`src/coc_fifo.sv`:
```
// small synchronous fifo used for the command and result queues
`timescale 1ns / 1ps

module coc_fifo #(
    parameter int WIDTH = 32,
    parameter int DEPTH = 4
) (
    input  logic             i_clk,
    input  logic             i_rst_n,
    input  logic             i_push,
    input  logic [WIDTH-1:0] i_data,
    output logic             o_full,
    input  logic             i_pop,
    output logic [WIDTH-1:0] o_data,
    output logic             o_empty
);

    localparam int PW = (DEPTH > 1) ? $clog2(DEPTH) : 1;
    localparam int CW = $clog2(DEPTH + 1);

    logic [WIDTH-1:0] r_buf [DEPTH];
    logic [PW-1:0]    r_wptr, n_wptr;
    logic [PW-1:0]    r_rptr, n_rptr;
    logic [CW-1:0]    r_count, n_count;
    logic             wr_en;
    logic             rd_en;

    assign o_full  = (r_count == CW'(DEPTH));
    assign o_empty = (r_count == '0);
    assign wr_en   = i_push && !o_full;
    assign rd_en   = i_pop && !o_empty;
    assign o_data  = r_buf[r_rptr];

    always_comb begin
        n_wptr  = r_wptr;
        n_rptr  = r_rptr;
        n_count = r_count;
        if (wr_en) begin
            n_wptr = (r_wptr == PW'(DEPTH - 1)) ? '0 : r_wptr + PW'(1);
        end
        if (rd_en) begin
            n_rptr = (r_rptr == PW'(DEPTH - 1)) ? '0 : r_rptr + PW'(1);
        end
        unique case ({wr_en, rd_en})
            2'b10:   n_count = r_count + CW'(1);
            2'b01:   n_count = r_count - CW'(1);
            default: n_count = r_count;
        endcase
    end

    always_ff @(posedge i_clk) begin
        if (!i_rst_n) begin
            r_wptr  <= '0;
            r_rptr  <= '0;
            r_count <= '0;
        end else begin
            r_wptr  <= n_wptr;
            r_rptr  <= n_rptr;
            r_count <= n_count;
        end
    end

    always_ff @(posedge i_clk) begin
        if (wr_en) begin
            r_buf[r_wptr] <= i_data;
        end
    end

endmodule

```
`config.mk`:
```
export PLATFORM = sky130hd
export DESIGN_NAME = coc_fifo
export DESIGN_NICKNAME = d
export VERILOG_FILES = /design/src/coc_fifo.sv
export SDC_FILE = /design/constraint.sdc
export NUM_CORES = 1
export LEC_CHECK = 0
export BUFFER_PORTS_ARGS = -buffer_cell sky130_fd_sc_hd__buf_2
export CAP_MARGIN = 30
export CORE_MARGIN = 4
export CORE_UTILIZATION = 51
export CTS_CLUSTER_DIAMETER = 40
export DETAILED_ROUTE_END_ITERATION = 8
export PLACE_DENSITY = 0.75
export SYNTH_ARGS = -nofsm -noshare
export SYNTH_HDL_FRONTEND = slang
export SYNTH_SLANG_ARGS = --single-unit
```
`constraint.sdc`:
```
create_clock -name i_clk -period 1.8 [get_ports i_clk]
set_input_delay 0 -clock i_clk [delete_from_list [all_inputs] [get_ports i_clk]]
set_output_delay 0 -clock i_clk [all_outputs]
set_load 0.03 [all_outputs]
```
==> results_dict.tcl, run 1 <==
set metrics [dict create \
    status "finished with violations" \
    violations "setup timing" \
    core_um2 9819 \
    worst_r2r_path_depth 9 \
    p_seq_share_pct 37.3 \
    peakVddDrop_mv 0.8773 \
    grt_start_max_net_pins 33 \
    cts_buffer_depth 2 \
    post-route-drc-count 0 \
    drtAntennaViolNets 0 \
    drv_slew 0 \
    max_freq_mhz 534.7 \
    firstDrtPassIters 4 \
    setup.worst_path.start_class "flip-flop" \
    core.rowCount 36 \
    synth_enable_flop_cells 128 \
    final_nets 411 \
    hold_violations 0 \
    gr-max-usage-layer "met2" \
    synth_top_cell_by_area "edfxtp_1" \
    synth_nets 266 \
    p_switching_w 0.003156 \
    port-buffer-count 69 \
    tightest_slew_ns 0.3078 \
    cts_made_buffers 17 \
    wirelength_um 9525 \
    period_needed_ns 1.870 \
    grtUsageTotal_pct 17.97 \
    hp-class "in2reg" \
    grt_pass1_vias 2838 \
    clock_sinks 137 \
    synthArstFlopShare_pct 0 \
    path_class "reg2reg" \
    cts_tree "built" \
    diodes 0 \
    final_util_pct 72.41 \
    fillers 588 \
    grt_use_met3_pct 5.075 \
    globalRouteMet1Util_pct 22.94 \
    rsz0062_at_grt "yes" \
    hpwlAfterDp_um 5141 \
    place.gp.congestion 0.6957 \
    clkPwrFrac_pct 31.2 \
    max_slew_margin_pct 79.48 \
    die_x_um 108.5 \
    netlist.area_leader.share_pct 74.60 \
    grt_antenna_before_repair 0 \
    die_y_um 108.5 \
    io_pins 70 \
    die-area_um2 11770 \
    netlist_instances 223 \
    postSynthRegisterBits 137 \
    register_area_um2 4036 \
    worstPathArrival_ns 2.30 \
    min_period_over_period_pct 103.9 \
    fin_skew_ns 0.01161 \
    clk_pin_slew_worst_paths_ns 0.06 \
    setup_slack_ns -0.07025 \
    grtUsageMet2_pct 29.66 \
    drtIter0Drc 130 \
    area_growth_pct 38.00 \
    htreeDepth 4 \
    r2r_start "r_count[0]" \
    synth_flop_cell "edfxtp_1" \
    dp_slack_ns -0.07104 \
    maxCapViolations 0 \
    wire_per_inst_um 18.53 \
    swShare_pct 29.38 \
    power_density_nw_per_um2 1510 \
    start_util_pct 52.47 \
    grt.overflow.total 0 \
    path_max_fanout 3 \
    reg2reg_slack_ns -0.07 \
    ys_types 25 \
    drive_above_1_share_pct 45.67 \
    endpoint_kind "flip-flop" \
    insertion_delay_ns 0.51 \
    p_leak_nw 2.508 \
    synth_area_leaders "edfxtp_1, mux4_2, dfxtp_1" \
    yosys_warnings 0 \
    required_ns 2.23 \
    final-setup-viol-count 19 \
    syn_avg_cell_area_um2 23.11 \
    netlist_area_um2 5152 \
    cp-startpoint "r_count[0]" \
    timing.rr.end "r_count[2]" \
    yosysMostFrequentCell "edfxtp_1" \
    ys_seq_area_share_pct 78.10 \
    synth_common_cells "edfxtp_1, mux4_2, dfxtp_1" \
    p_total_w 0.01074 \
    crit_path_end "r_count[2]" \
    cts_root_buf "clkbuf_8" \
    via_count 2639 \
    multi_input_area_um2 1033 \
    viasPerCell 5.134 \
    combPwrFrac_pct 31.6 \
    grt_pass1_wl_um 15190 \
    p_int_w 0.007584 \
]
[layout by cell type, fill, tap and decap left out, types with 4 or more instances in the layout]
cell,n
buf_12,6
and2_2,4
buf_4,15
dlygate4sd3_1,41
ha_1,5
buf_6,33
dfxtp_2,4
nand2_1,7
buf_2,37
inv_6,5
mux4_2,32
inv_1,5
edfxtp_1,128
clkbuf_16,16
[flip-flops by register name, indices dropped and copies added, names as in the netlist, named ones only]
name / count
r_wptr: 2
r_buf: 128
r_count: 3
r_rptr: 2
[power by group through the flow]
| stage | clock (W) | combinational, W | sequential (W) |
|---|---|---|---|
| 2_1_floorplan | 0 | 0.00196 | 0.00401 |
| 3_3_place_gp | 0 | 0.00256 | 0.00403 |
| 3_5_place_dp | 0 | 0.00258 | 0.00405 |
| 4_1_cts | 0.00339 | 0.00349 | 0.00400 |
| 5_1_grt | 0.00357 | 0.00359 | 0.00403 |
| 6_report | 0.00335 | 0.00339 | 0.00400 |
[timing repair]
item / 4_1_cts / 5_1_grt
setup endpoints to repair: 31 / 38
buffers inserted: 7 / 1
resized for setup: 75 / 5
hold buffers: 41 / 0
pin swaps: 2 / 2
gates cloned: 3 / 0
hold endpoints to repair: 137 / 0
[area by class of cell]
| type | count | area share, % |
|---|---|---|
| tap | 133 | 2.340 |
| clock inverter | 15 | 2.305 |
| clock buffer | 17 | 5.824 |
| multi-input combinational | 70 | 14.53 |
| timing repair buffer | 135 | 17.86 |
| inverter | 7 | 0.3695 |
| sequential | 137 | 56.77 |
[cells by family (layout without fill, tap and decap cells)]
| kind of cell | count (synthesis) | after routing | share of synthesized area (%) |
|---|---|---|---|
| flip-flops | 137 | 137 | 78.10 |
| AO/OA/AOI/OAI | 6 | 6 | 0.6801 |
| XOR/XNOR | 2 | 2 | 0.3400 |
| buffers and inverters | 16 | 174 | 2.356 |
| multiplexers | 34 | 34 | 14.52 |
| adder cells (fa/ha/maj) | 7 | 7 | 1.846 |
| AND/OR/NAND/NOR | 21 | 21 | 2.161 |
[metrics by stage]
| step | instances | setup TNS [ns] | area [um2] | hold slack, ns |
|---|---|---|---|---|
| after floorplan | 223 | -0.5420 | 5186 | 0.09887 |
| after global placement | 432 | -0.002209 | 5786 | 0.2110 |
| after detailed placement | 432 | -0.07104 | 5786 | 0.2162 |
| after CTS | 515 | -1.274 | 7139 | 0.001225 |
| after global routing | 514 | -2.159 | 7111 | 0.02552 |
| final | 514 | -0.7021 | 7111 | 0.02130 |
[metal layers]
layer	vias to the layer above	part of all wire [%]
met2	78	52
met4	0	1.2
met1	1336	42
li1	1211	-
met5	-	0
met3	14	5.3
[worst min-delay path by stage]
stage,startpoint,end,slack (ns),depth (start not counted)
floorplan,i_data[0],r_buf[0][0],0.1,0
global placement,i_data[24],r_buf[1][24],0.21,1
detailed placement,i_data[19],r_buf[3][19],0.22,1
CTS,i_push,r_wptr[0],0.001,4
global route,i_push,r_wptr[0],0.03,4
finish,i_push,r_wptr[0],0.02,4
[critical path: stages, from the launching register on]
cell and delay, ns:
dfxtp_4 0.36, nor3b_4 0.21, nor2b_2 0.07, inv_2 0.06, ha_4 0.13, inv_2 0.04, fa_2 0.34, xor2_1 0.16
or3_1 0.30, a21boi_1 0.13
(Power assumes the default switching activity.)
==> run 2: changes to the inputs <==
--- a/config.mk
+++ b/config.mk
@@ -8,10 +8,11 @@
 export BUFFER_PORTS_ARGS = -buffer_cell sky130_fd_sc_hd__buf_2
 export CAP_MARGIN = 30
 export CORE_MARGIN = 4
-export CORE_UTILIZATION = 51
+export CORE_UTILIZATION = 53
+export CTS_BUF_LIST = sky130_fd_sc_hd__clkbuf_8
 export CTS_CLUSTER_DIAMETER = 40
 export DETAILED_ROUTE_END_ITERATION = 8
-export PLACE_DENSITY = 0.75
+export PLACE_DENSITY = 0.77
 export SYNTH_ARGS = -nofsm -noshare
 export SYNTH_HDL_FRONTEND = slang
 export SYNTH_SLANG_ARGS = --single-unit
==> run 2 against run 1 <==
Compared with the run above:
- the run still ends with setup timing left
- combinational power down 17%
- worst setup slack got worse by 0.013 ns
- clock power fell by 38%
- global-route usage is 0.32 points lower
- cell count fell by 2.1%
- register-to-register slack hardly changed
- critical endpoint unchanged
==> results_dict.tcl, run 2 (synthesized netlist as in run 1, its figures left out) <==
set metrics [dict create \
    final_area_um2 6586 \
    largest_register_ffs 128 \
    violations "setup timing" \
    hpwlAfterDp_um 5440 \
    grt_pass1_wl_um 14910 \
    min_period_over_period_pct 104.6 \
    final_cell_mix "edfxtp_1, buf_2, dlygate4sd3_1, mux4_2, clkbuf_8" \
    grt_start_max_net_pins 26 \
    period_needed_ns 1.884 \
    die-area_um2 11360 \
    insertion_delay_ns 0.41 \
    cts_root_buf "clkbuf_8" \
    drtAntennaViolNets 0 \
    worstPathArrival_ns 2.22 \
    swShare_pct 31.93 \
    combPwrFrac_pct 31.6 \
    crit_top_cell "inv_2" \
    setup-tns-final_ns -0.08363 \
    place_area_um2 5803 \
    timing.hold.ws_ns 0.05205 \
    hp-class "in2reg" \
    r2r_start "r_count[0]" \
    setup_slack_ns -0.08363 \
    core_um2 9371 \
    core.rowCount 35 \
    required_ns 2.14 \
    io_pins 70 \
    die_y_um 106.6 \
    drive_above_1_share_pct 44.92 \
    setup.worst_path.start_class "flip-flop" \
    path_max_fanout 4 \
    fin_skew_ns 0.01019 \
    endpoint_kind "flip-flop" \
    htreeDepth 4 \
    p_int_w 0.006074 \
    firstDrtPassIters 4 \
    p_seq_share_pct 44.9 \
    grt_pass1_vias 2862 \
    grt.overflow.total 0 \
    place.gp.congestion 0.7256 \
    post-route-drc-count 0 \
    area_growth_pct 27.83 \
    cp-startpoint "r_count[0]" \
    grtUsageTotal_pct 17.65 \
    die_x_um 106.6 \
    hold_start "i_pop" \
    hold_violations 0 \
    cts_tree "built" \
    peakVddDrop_mv 1.049 \
    cts_made_buffers 17 \
    max_stage_delay_ns 0.37 \
    max_slew_margin_pct 78.91 \
    wire_per_inst_um 18.60 \
    wirelength_um 9356 \
    drtIter0Drc 146 \
    layout_commonest_cell "edfxtp_1" \
    start_util_pct 54.98 \
    post-cts-setup-buffer-count 0 \
    via_count 2613 \
    power_density_nw_per_um2 1355 \
    p_switching_w 0.002849 \
    final_nets 404 \
    drv_slew 0 \
    viasPerCell 5.195 \
    cts_buffer_depth 2 \
    dp_slack_ns -0.1034 \
    largest_register "r_buf" \
    tightest_slew_ns 0.3163 \
    clk_pin_slew_worst_paths_ns 0.07 \
    cp_slowest_cell "dfxtp_4" \
    rsz0062_at_grt "yes" \
    status "finished with violations" \
    clock_sinks 137 \
    path_class "reg2reg" \
    reg_top3 "r_buf x128, r_count x3" \
    clkPwrFrac_pct 23.5 \
    crit_chain "nor3b_4, nor2b_2, inv_2, ha_4, inv_2, fa_2, xor2_1, or3_1, a21boi_1" \
    p_leak_nw 2.305 \
    port-buffer-count 69 \
    grt_antenna_before_repair 0 \
    diodes 0 \
    max_freq_mhz 530.9 \
    maxCapViolations 0 \
    final-setup-viol-count 1 \
]
[run 2: worst max-delay path: cells and delay by family, from the launching register on]
kind | cells | cell delay, ns
AND/OR/NAND/NOR | 3 | 0.59
adder cells (fa/ha/maj) | 2 | 0.47
flip-flops | 1 | 0.37
XOR/XNOR | 1 | 0.15
AO/OA/AOI/OAI | 1 | 0.13
buffers and inverters | 2 | 0.10
[run 2: metrics by stage]
step | cells | power, W | util, %
4_1_cts | 503 | 0.008926 | 70.01
2_1_floorplan | 223 | 0.005970 | -
3_3_place_gp | 431 | 0.006603 | 61.92
5_1_grt | 503 | 0.009371 | 70.28
3_5_place_dp | 431 | 0.006669 | 61.92
6_report | 503 | 0.008923 | 70.28
[run 2: timing repair]
| action | 4_1_cts | 5_1_grt |
|---|---|---|
| cloned | 1 | 1 |
| setup endpoints to repair | 4 | 23 |
| hold endpoints to repair | 137 | 0 |
| gates resized for setup | 5 | 7 |
| pin swaps | 1 | 0 |
| hold buffers | 39 | 0 |
[run 2: area by class of cell]
cell class              count  area, um2
flip-flops and latches    137       4036
multi-input cells          70       1028
clock inverters            15      103.9
inverters                   7      26.28
clock buffers              17      234.0
fillers                   609       2785
well taps                 129      161.4
repair buffers            128      996.0
[run 2: path summary, 6_finish.rpt]
path / end / slack, ns / cells after the start
setup / recovery: r_count[2] / -0.08 / 9
hold / removal: flip-flop / 0.05 / 4
setup reg to reg: r_count[2] / -0.08 / 9
hold reg to reg: r_wptr[0] / 0.53 / 2
[run 2: per-layer routing]
metal	vias to the layer above	track usage, %	part of all wire (%)
met2	83	31.03	54
met4	0	3.836	0.66
met5	-	0	0
met3	9	5.659	5.2
met1	1329	21.52	41
li1	1192	-	-
[run 2: power by group through the flow]
stage,sequential (W),combinational [W],clock [W]
after floorplan,0.00401,0.00196,0
after global placement,0.00402,0.00258,0
after detailed placement,0.00405,0.00262,0
after CTS,0.00399,0.00279,0.00214
after global routing,0.00403,0.00302,0.00232
final,0.00401,0.00282,0.00209
