`src/coc_pkg.sv`:
```
// shared types, constants and helpers of the cursor overlay compositor
`timescale 1ns / 1ps

package coc_pkg;

    localparam int SHAPE_WORDS_DEF = 4096;
    localparam int CMD_DEPTH_DEF   = 4;
    localparam int OUT_DEPTH_DEF   = 4;

    // byte address into the shape store and the word index derived from it
    localparam int BADDR_W = 21;
    localparam int WIDX_W  = BADDR_W - 2;

    localparam logic [31:0] ALPHA_OPAQUE = 32'hff00_0000;
    localparam logic [31:0] RGB_MASK     = 32'h00ff_ffff;
    localparam logic [7:0]  CH_MAX       = 8'd255;

    typedef enum logic {
        CMD_WRITE,
        CMD_PIXEL
    } t_cmd;

    typedef enum logic [2:0] {
        CFG_X,
        CFG_Y,
        CFG_WIDTH,
        CFG_HEIGHT,
        CFG_PITCH,
        CFG_TYPE,
        CFG_VISIBLE
    } t_cfg_idx;

    typedef enum logic [1:0] {
        SHAPE_MONO,
        SHAPE_COLOR,
        SHAPE_MASK,
        SHAPE_NONE
    } t_shape;

    typedef enum logic [2:0] {
        K_WRITE,
        K_PASS,
        K_MONO,
        K_COLOR,
        K_MASK
    } t_kind;

    typedef struct packed {
        logic [11:0] x;
        logic [11:0] y;
        logic [6:0]  width;
        logic [7:0]  height;
        logic [10:0] pitch;
        t_shape      stype;
        logic        visible;
    } t_cfg;

    localparam t_cfg CFG_RESET = '{
        x:       12'd0,
        y:       12'd0,
        width:   7'd0,
        height:  8'd0,
        pitch:   11'd0,
        stype:   SHAPE_NONE,
        visible: 1'b0
    };

    // classified request: data is the shape word for writes, the background otherwise
    typedef struct packed {
        t_kind       kind;
        logic [11:0] addr;
        logic [31:0] data;
        logic [6:0]  dx;
        logic [7:0]  dy;
    } t_op;

    // floor(x / 255) for x up to 255 * 255
    function automatic logic [7:0] div255(input logic [15:0] x);
        logic [16:0] t;
        t = {1'b0, x} + 17'd1 + {9'd0, x[15:8]};
        return t[15:8];
    endfunction

endpackage

```
`src/coc_front.sv`:
```
// front end: configuration registers and classification of incoming requests
`timescale 1ns / 1ps

module coc_front import coc_pkg::*; (
    input  logic        i_clk,
    input  logic        i_rst_n,
    input  logic        i_cfg_valid,
    output logic        o_cfg_ready,
    input  logic [2:0]  i_cfg_index,
    input  logic [11:0] i_cfg_data,
    output t_cfg        o_cfg,
    input  logic        i_push,
    input  logic        i_command,
    input  logic [11:0] i_shape_addr,
    input  logic [31:0] i_shape_word,
    input  logic [11:0] i_pixel_x,
    input  logic [11:0] i_pixel_y,
    input  logic [31:0] i_background,
    input  logic        i_q_full,
    output logic        o_q_push,
    output t_op         o_op
);

    t_cfg        r_cfg;
    logic [7:0]  h_eff;
    logic [11:0] dx_full;
    logic [11:0] dy_full;
    logic        in_rect;

    assign o_cfg       = r_cfg;
    assign o_cfg_ready = 1'b1;
    assign o_q_push    = i_push && !i_q_full;

    always_ff @(posedge i_clk) begin
        if (!i_rst_n) begin
            r_cfg <= CFG_RESET;
        end else if (i_cfg_valid) begin
            unique case (i_cfg_index)
                CFG_X:       r_cfg.x       <= i_cfg_data;
                CFG_Y:       r_cfg.y       <= i_cfg_data;
                CFG_WIDTH:   r_cfg.width   <= i_cfg_data[6:0];
                CFG_HEIGHT:  r_cfg.height  <= i_cfg_data[7:0];
                CFG_PITCH:   r_cfg.pitch   <= i_cfg_data[10:0];
                CFG_TYPE:    r_cfg.stype   <= t_shape'(i_cfg_data[1:0]);
                CFG_VISIBLE: r_cfg.visible <= i_cfg_data[0];
                default:     r_cfg         <= r_cfg;
            endcase
        end
    end

    always_comb begin
        // monochrome shapes stack the and plane over the xor plane
        h_eff   = (r_cfg.stype == SHAPE_MONO) ? {1'b0, r_cfg.height[7:1]} : r_cfg.height;
        dx_full = i_pixel_x - r_cfg.x;
        dy_full = i_pixel_y - r_cfg.y;
        in_rect = (i_pixel_x >= r_cfg.x) && (i_pixel_y >= r_cfg.y)
                  && (dx_full < {5'd0, r_cfg.width}) && (dy_full < {4'd0, h_eff});

        o_op.addr = i_shape_addr;
        o_op.data = (i_command == CMD_PIXEL) ? i_background : i_shape_word;
        o_op.dx   = dx_full[6:0];
        o_op.dy   = dy_full[7:0];

        if (i_command == CMD_WRITE) begin
            o_op.kind = K_WRITE;
        end else if (!r_cfg.visible || !in_rect) begin
            o_op.kind = K_PASS;
        end else begin
            unique case (r_cfg.stype)
                SHAPE_MONO:  o_op.kind = K_MONO;
                SHAPE_COLOR: o_op.kind = K_COLOR;
                SHAPE_MASK:  o_op.kind = K_MASK;
                default:     o_op.kind = K_PASS;
            endcase
        end
    end

endmodule

```
`config.mk`:
```
export PLATFORM = sky130hd
export DESIGN_NAME = coc_front
export DESIGN_NICKNAME = d
export VERILOG_FILES = /design/src/coc_pkg.sv /design/src/coc_front.sv
export SDC_FILE = /design/constraint.sdc
export NUM_CORES = 1
export LEC_CHECK = 0
export BUFFER_PORTS_ARGS = -buffer_cell sky130_fd_sc_hd__buf_2
export CAP_MARGIN = 30
export CORE_AREA = 5 5 83 123
export DETAILED_ROUTE_END_ITERATION = 10
export DIE_AREA = 0 0 88 128
export GPL_TIMING_DRIVEN = 1
export PLACE_DENSITY = 0.9
export SYNTH_ARGS = -nofsm -noshare
export SYNTH_HDL_FRONTEND = slang
export SYNTH_SLANG_ARGS = --single-unit
```
`constraint.sdc`:
```
create_clock -name i_clk -period 7.06 [get_ports i_clk]
set_input_delay 1.412 -clock i_clk [delete_from_list [all_inputs] [get_ports i_clk]]
set_output_delay 1.412 -clock i_clk [all_outputs]
set_load 0.02 [all_outputs]
```
==> results of run 1 <==
==> through the flow <==
step / instances / worst slack (ns) / utilization / power (W) / area, um^2
final: 830 / 0.735 / 0.599 / 0.000846 / 5450
after global routing: 830 / 0.451 / 0.599 / 0.000884 / 5450
after CTS: 830 / 0.725 / 0.599 / 0.000850 / 5450
after detailed placement: 822 / 0.740 / 0.582 / 0.000601 / 5290
after global placement: 821 / 0.866 / 0.582 / 0.000597 / 5290
after floorplan: 528 / 0.741 / - / 0.000505 / 4270
==> worst max-delay path, cell delays in order <==
cell      delay [ns]
buf_2           0.07
inv_1           0.03
ha_1            0.19
fa_1            0.40
nor2b_1         0.17
o31a_1          0.20
o21a_1          0.13
nor2_1          0.04
xnor2_1         0.20
ha_1            0.30
a222oi_1        0.29
nor4b_2         0.26
nand4_1         0.17
a211oi_2        0.22
nand4_1         0.20
o41a_1          0.45
buf_2           0.16
==> report_power, final <==
group	internal [W]	switching (W)	total (W)
registers	0.000305	0.00000580	0.000311
clock network	0.000141	0.000109	0.000251
logic	0.000116	0.000168	0.000285
==> cells by family after synthesis <==
| logic type | synth area share |
|---|---|
| AOI/OAI and AO/OA | 0.197 |
| xor gates and xnor gates | 0.0205 |
| adders and majority gates | 0.118 |
| buffers and inverters | 0.0786 |
| DFF | 0.249 |
| muxes | 0.131 |
| other | 0.000879 |
| and+or+nand+nor | 0.205 |
==> area by class of cell <==
class,count,area (um^2),share of cell area
Multi-Input combinational cell,404,2870,0.527
Tap cell,112,140,0.0257
Clock buffer,6,139,0.0255
Clock inverter,2,13.8,0.00253
Sequential cell,53,1060,0.195
Timing Repair Buffer,214,1070,0.197
Inverter,39,146,0.0269
==> worst max path at each step <==
stage | endpoint | cells after the start
6_report | o_op[59] | 17
5_1_grt | o_op[59] | 17
4_1_cts | o_op[59] | 17
3_5_place_dp | o_op[59] | 17
3_3_place_gp | o_op[59] | 16
2_1_floorplan | o_op[60] | 15
==> placed cells by master (no fill, tap or decap), types with 7 or more instances in the layout <==
| master | Yosys | layout |
|---|---|---|
| a21boi_0 | 44 | 44 |
| o21ai_0 | 14 | 14 |
| mux2i_1 | 20 | 20 |
| mux2_2 | 32 | 32 |
| a21oi_1 | 18 | 18 |
| nand3_1 | 7 | 7 |
| nand2_1 | 102 | 102 |
| nor2_1 | 21 | 21 |
| o21a_1 | 8 | 8 |
| buf_2 | 1 | 213 |
| dfxtp_1 | 53 | 53 |
| nor2b_1 | 13 | 13 |
| ha_1 | 37 | 37 |
| inv_1 | 38 | 38 |
==> Yosys cell counts (all sizes together) (3+ instances only) <==
cell type / n
a21oi: 18
nand2b: 6
nor3: 5
and3: 5
and2: 4
ha: 37
inv: 39
o31a: 4
buf: 18
nand3: 7
nand4: 6
dfxtp: 53
clkbuf: 14
nor2b: 14
mux2i: 20
a311oi: 3
a21o: 4
xor2: 6
o21a: 8
xnor2: 4
nor4: 5
o21ai: 16
mux2: 32
o22ai: 4
nor2: 22
nand2: 102
a21boi: 44
==> per-layer routing <==
| layer | up-vias | global-route usage | wire (um) |
|---|---|---|---|
| met1 | 2089 | 0.273 | 4970 |
| met3 | 44 | 0.0315 | 1120 |
| met2 | 248 | 0.480 | 7980 |
| met4 | 0 | 0.137 | 781 |
| li1 | 2207 | - | - |
| met5 | - | 0 | 0 |
==> results_dict.tcl, run 1 <==
set metrics [dict create \
    rsz0062_at_grt "false" \
    maxCapViolations 0 \
    core_mm2 0.00909 \
    synth_area_leaders "dfxtp_1 25%, ha_1 11%, nand2_1 9.0%" \
    drv_slew 0 \
    syn_inst 528 \
    relSlewSlack 0.488 \
    worst_ep_required_time_ns 5.65 \
    powerDensity_mw_per_mm2 155 \
    final_nets 877 \
    holdPathEnd "o_cfg[9]" \
    irDropWorstVdd_uv 121 \
    finalSetupViolations 0 \
    dieWidth_um 88 \
    ant_nets 0 \
    seq_area_frac_synth 0.249 \
    hold_buffers 0 \
    yosys_warnings 0 \
    antenna_found_initial 0 \
    synth_area_mm2 0.00427 \
    outcome "completed" \
    boundaryPins 238 \
    grt_pass1_wl_um 22600 \
    yosysTopAreaCellShare 0.249 \
    rows 43 \
    path_clk_slew_ns 0.07 \
    cts.sinks 53 \
    avgRoutedWirePerCell_um 17.9 \
    antennaDiodeCount 0 \
    tightest_slew_ns 0.768 \
    area_delta_synth_final_pct 27.6 \
    dp_hpwl_um 12600 \
    cts_buffer_depth 2 \
    grt_overflow 0 \
    synth_edf_count 0 \
    reg2reg_depth 2 \
    drtIter0Drc 149 \
    r2r_end "o_cfg[2]" \
    hold_viol 0 \
    drt_wl_total_um 14800 \
    htreeDepth 2 \
    tritoncts "done" \
    cp_max_fo 3 \
    arrival_ns 4.91 \
    fmax_mhz 158 \
    drt-vias-per-instance 5.53 \
    syn_area_per_cell_um2 8.08 \
    clock_latency_ns 0.28 \
    hp-class "flip-flop to flip-flop" \
    drc 0 \
    crit_type "primary input to output pin" \
    fp.dieH_um 128 \
    fin_crit_ns 6.32 \
    post_cts_buffers 0 \
    synth_seq_cells 53 \
    finalSetupTns_ns 0 \
    layout-drive-gt1-share 0.368 \
    die_area_mm2 0.0113 \
    drt-pass1-iter-count 5 \
    synth.net_count 688 \
    ys.flop_type "dfxtp_1" \
    endpoint_kind "output pin" \
    yosysTopAreaCell "dfxtp_1" \
    finalCritPeriodShare 0.896 \
    port_buffers 212 \
    fin_hold_ws_ns 0.466 \
    postSynth.asyncResetShare 0 \
    worstSetupStartpointType "primary input" \
    skew_ns 0 \
    grt_max_degree 54 \
    p_leak_nw 2.44 \
    startpoint "i_pixel_x[0]" \
    reg2reg_from "o_cfg[2]" \
    worstHoldPathCells 2 \
    cts_buffers 5 \
    place_congestion 0.999 \
    cts_resized 0 \
    grt_pass1_vias 4518 \
    n_fill_cell 822 \
    r2r_slack_ns 6.28 \
    initial_utilization 0.469 \
    vias 4588 \
    yosys.cell_types.count 58 \
    min_from "o_cfg[9]" \
    largest_register_ffs 53 \
    cts_root_buf "clkbuf_16" \
    track_usage 0.258 \
]
Power figures use the tool's default switching activity.
==> inputs of run 2 (changes only) <==
--- a/config.mk
+++ b/config.mk
@@ -7,11 +7,11 @@
 export LEC_CHECK = 0
 export BUFFER_PORTS_ARGS = -buffer_cell sky130_fd_sc_hd__buf_2
 export CAP_MARGIN = 30
-export CORE_AREA = 5 5 83 123
+export CORE_AREA = 5 5 88 131
 export DETAILED_ROUTE_END_ITERATION = 10
-export DIE_AREA = 0 0 88 128
+export DIE_AREA = 0 0 93 136
 export GPL_TIMING_DRIVEN = 1
-export PLACE_DENSITY = 0.9
+export PLACE_DENSITY = 0.81
 export SYNTH_ARGS = -nofsm -noshare
 export SYNTH_HDL_FRONTEND = slang
 export SYNTH_SLANG_ARGS = --single-unit
==> results_dict.tcl, run 2 (synthesis gave the netlist of run 1 again) <==
set metrics [dict create \
    postLayoutCoreUtil 0.529 \
    die_area_mm2 0.0126 \
    rsz0062_at_grt "false" \
    irDropWorstVdd_uv 153 \
    skew_ns 0 \
    drt-vias-per-instance 5.29 \
    slowest_stage "o41a_1" \
    worst_ep_required_time_ns 5.65 \
    hold_viol 0 \
    drtIter0Drc 95 \
    drc 0 \
    cts_resized 0 \
    layout-drive-gt1-share 0.368 \
    endpoint_kind "output pin" \
    antenna_found_initial 0 \
    p_switching_w 0.000280 \
    p_clk_frac 0.326 \
    switching_share 0.319 \
    postLayoutSetupSlackWorst_ns 0.779 \
    largest_register_ffs 53 \
    grt_overflow 0 \
    cp_max_fo 3 \
    critPathTopFamily "compound AO/OA/AOI/OAI gates" \
    combPwrFrac 0.320 \
    r2r_slack_ns 6.26 \
    hp-class "flip-flop to flip-flop" \
    tritoncts "done" \
    outcome "completed" \
    grt_pass1_vias 4505 \
    htreeDepth 2 \
    arrival_ns 4.87 \
    path_clk_slew_ns 0.06 \
    cts_buffer_depth 2 \
    antennaDiodeCount 0 \
    final_nets 877 \
    crit_type "primary input to output pin" \
    post_cts_buffers 0 \
    crit_chain "buf_2 > inv_1 > ha_1 > fa_1 > nor2b_1 > o31a_1 > o21a_1 > nor2_1 > xnor2_1 > ha_1 > a222oi_1 > nor4b_2 > nand4_1 > a211oi_2 > nand4_1 > o41a_1 > buf_2" \
    dpl_worst_slack_ns 0.779 \
    drv_slew 0 \
    seqPwrFrac 0.354 \
    dr_wl_met3_um 1010 \
    avgRoutedWirePerCell_um 17.4 \
    clock_latency_ns 0.29 \
    area_delta_synth_final_pct 28.4 \
    dieWidth_um 93 \
    finalSetupTns_ns 0 \
    hold_buffers 0 \
    powerDensity_mw_per_mm2 160 \
    worstSetupStartpointType "primary input" \
    vias 4429 \
    port_buffers 212 \
    track_usage 0.230 \
    tightest_slew_ns 0.735 \
    crit_buf_inv 3 \
    layout_common_cells "213 x buf_2, 102 x nand2_1, 53 x dfxtp_1, 44 x a21boi_0, 38 x inv_1" \
    grt_max_degree 54 \
    dp_hpwl_um 12600 \
    ant_nets 0 \
    wl_met2_um 7730 \
    n_fill_cell 1052 \
    cts_buffers 5 \
    fin_crit_ns 6.28 \
    drt-pass1-iter-count 4 \
    boundaryPins 238 \
    top_layer "met4" \
    core_mm2 0.0104 \
    drt_wl_total_um 14600 \
    wl_met1_um 5220 \
    relSlewSlack 0.510 \
    finalCritPeriodShare 0.890 \
    cts_root_buf "clkbuf_16" \
    layout_commonest_cell "buf_2" \
    initial_utilization 0.412 \
    rows 46 \
    cts.sinks 53 \
    slowest_delay_ns 0.45 \
    fmax_mhz 159 \
    maxCapViolations 0 \
    fp.dieH_um 136 \
    p_leak_nw 2.44 \
    p_int_w 0.000598 \
    grt_pass1_wl_um 22800 \
    place_congestion 0.936 \
    finalSetupViolations 0 \
]
-- run 2: cell types whose count changed in the layout (fill, tap and decap cells not counted) --
cell,change
clkinvlp_4,+1
clkinv_2,-1
bufinv_16,+1
clkinv_4,-1
-- run 2: power by group through the flow --
stage | clock, W | sequential, W | combinational (W)
floorplan | 0 | 0.000324 | 0.000181
global placement | 0 | 0.000318 | 0.000279
detailed placement | 0 | 0.000318 | 0.000281
CTS | 0.000292 | 0.000311 | 0.000282
global route | 0.000304 | 0.000312 | 0.000307
finish | 0.000286 | 0.000311 | 0.000281
-- run 2: cell type report --
class | count | area [um^2] | area share
Clock buffer | 6 | 139 | 0.0253
Clock inverter | 2 | 37.5 | 0.00685
Inverter | 39 | 146 | 0.0267
Multi-Input combinational cell | 404 | 2870 | 0.524
Sequential cell | 53 | 1060 | 0.194
Tap cell | 120 | 150 | 0.0274
Timing Repair Buffer | 214 | 1070 | 0.196
-- run 2: per-stage QoR --
stage	total power [W]	hold slack, ns	instance area (um^2)	cells
finish	0.000878	0.462	5480	838
global route	0.000923	0.499	5480	838
CTS	0.000884	0.465	5480	838
detailed placement	0.000599	0.456	5300	830
global placement	0.000596	0.451	5300	829
floorplan	0.000505	0.539	4270	528
-- run 2: metal layers --
layer / vias to the layer above / track usage
li1: 2199 / -
met1: 2012 / 0.241
met2: 188 / 0.430
met3: 30 / 0.0437
met4: 0 / 0.114
met5: - / 0
-- run 2: worst paths after layout --
check,start,to,cells past startpoint
worst max-delay path,i_pixel_x[0],o_op[59],17
worst min-delay path,o_cfg[12],o_cfg[12],2
worst max register to register,o_cfg[1],o_cfg[1],2
worst min register to register,o_cfg[12],o_cfg[12],2
-- run 2: worst reg2reg max path, stage by stage, from the launching register on --
cell	delay (ns)
dfxtp_1	0.54
mux2i_1	0.13
nand2_1	0.08
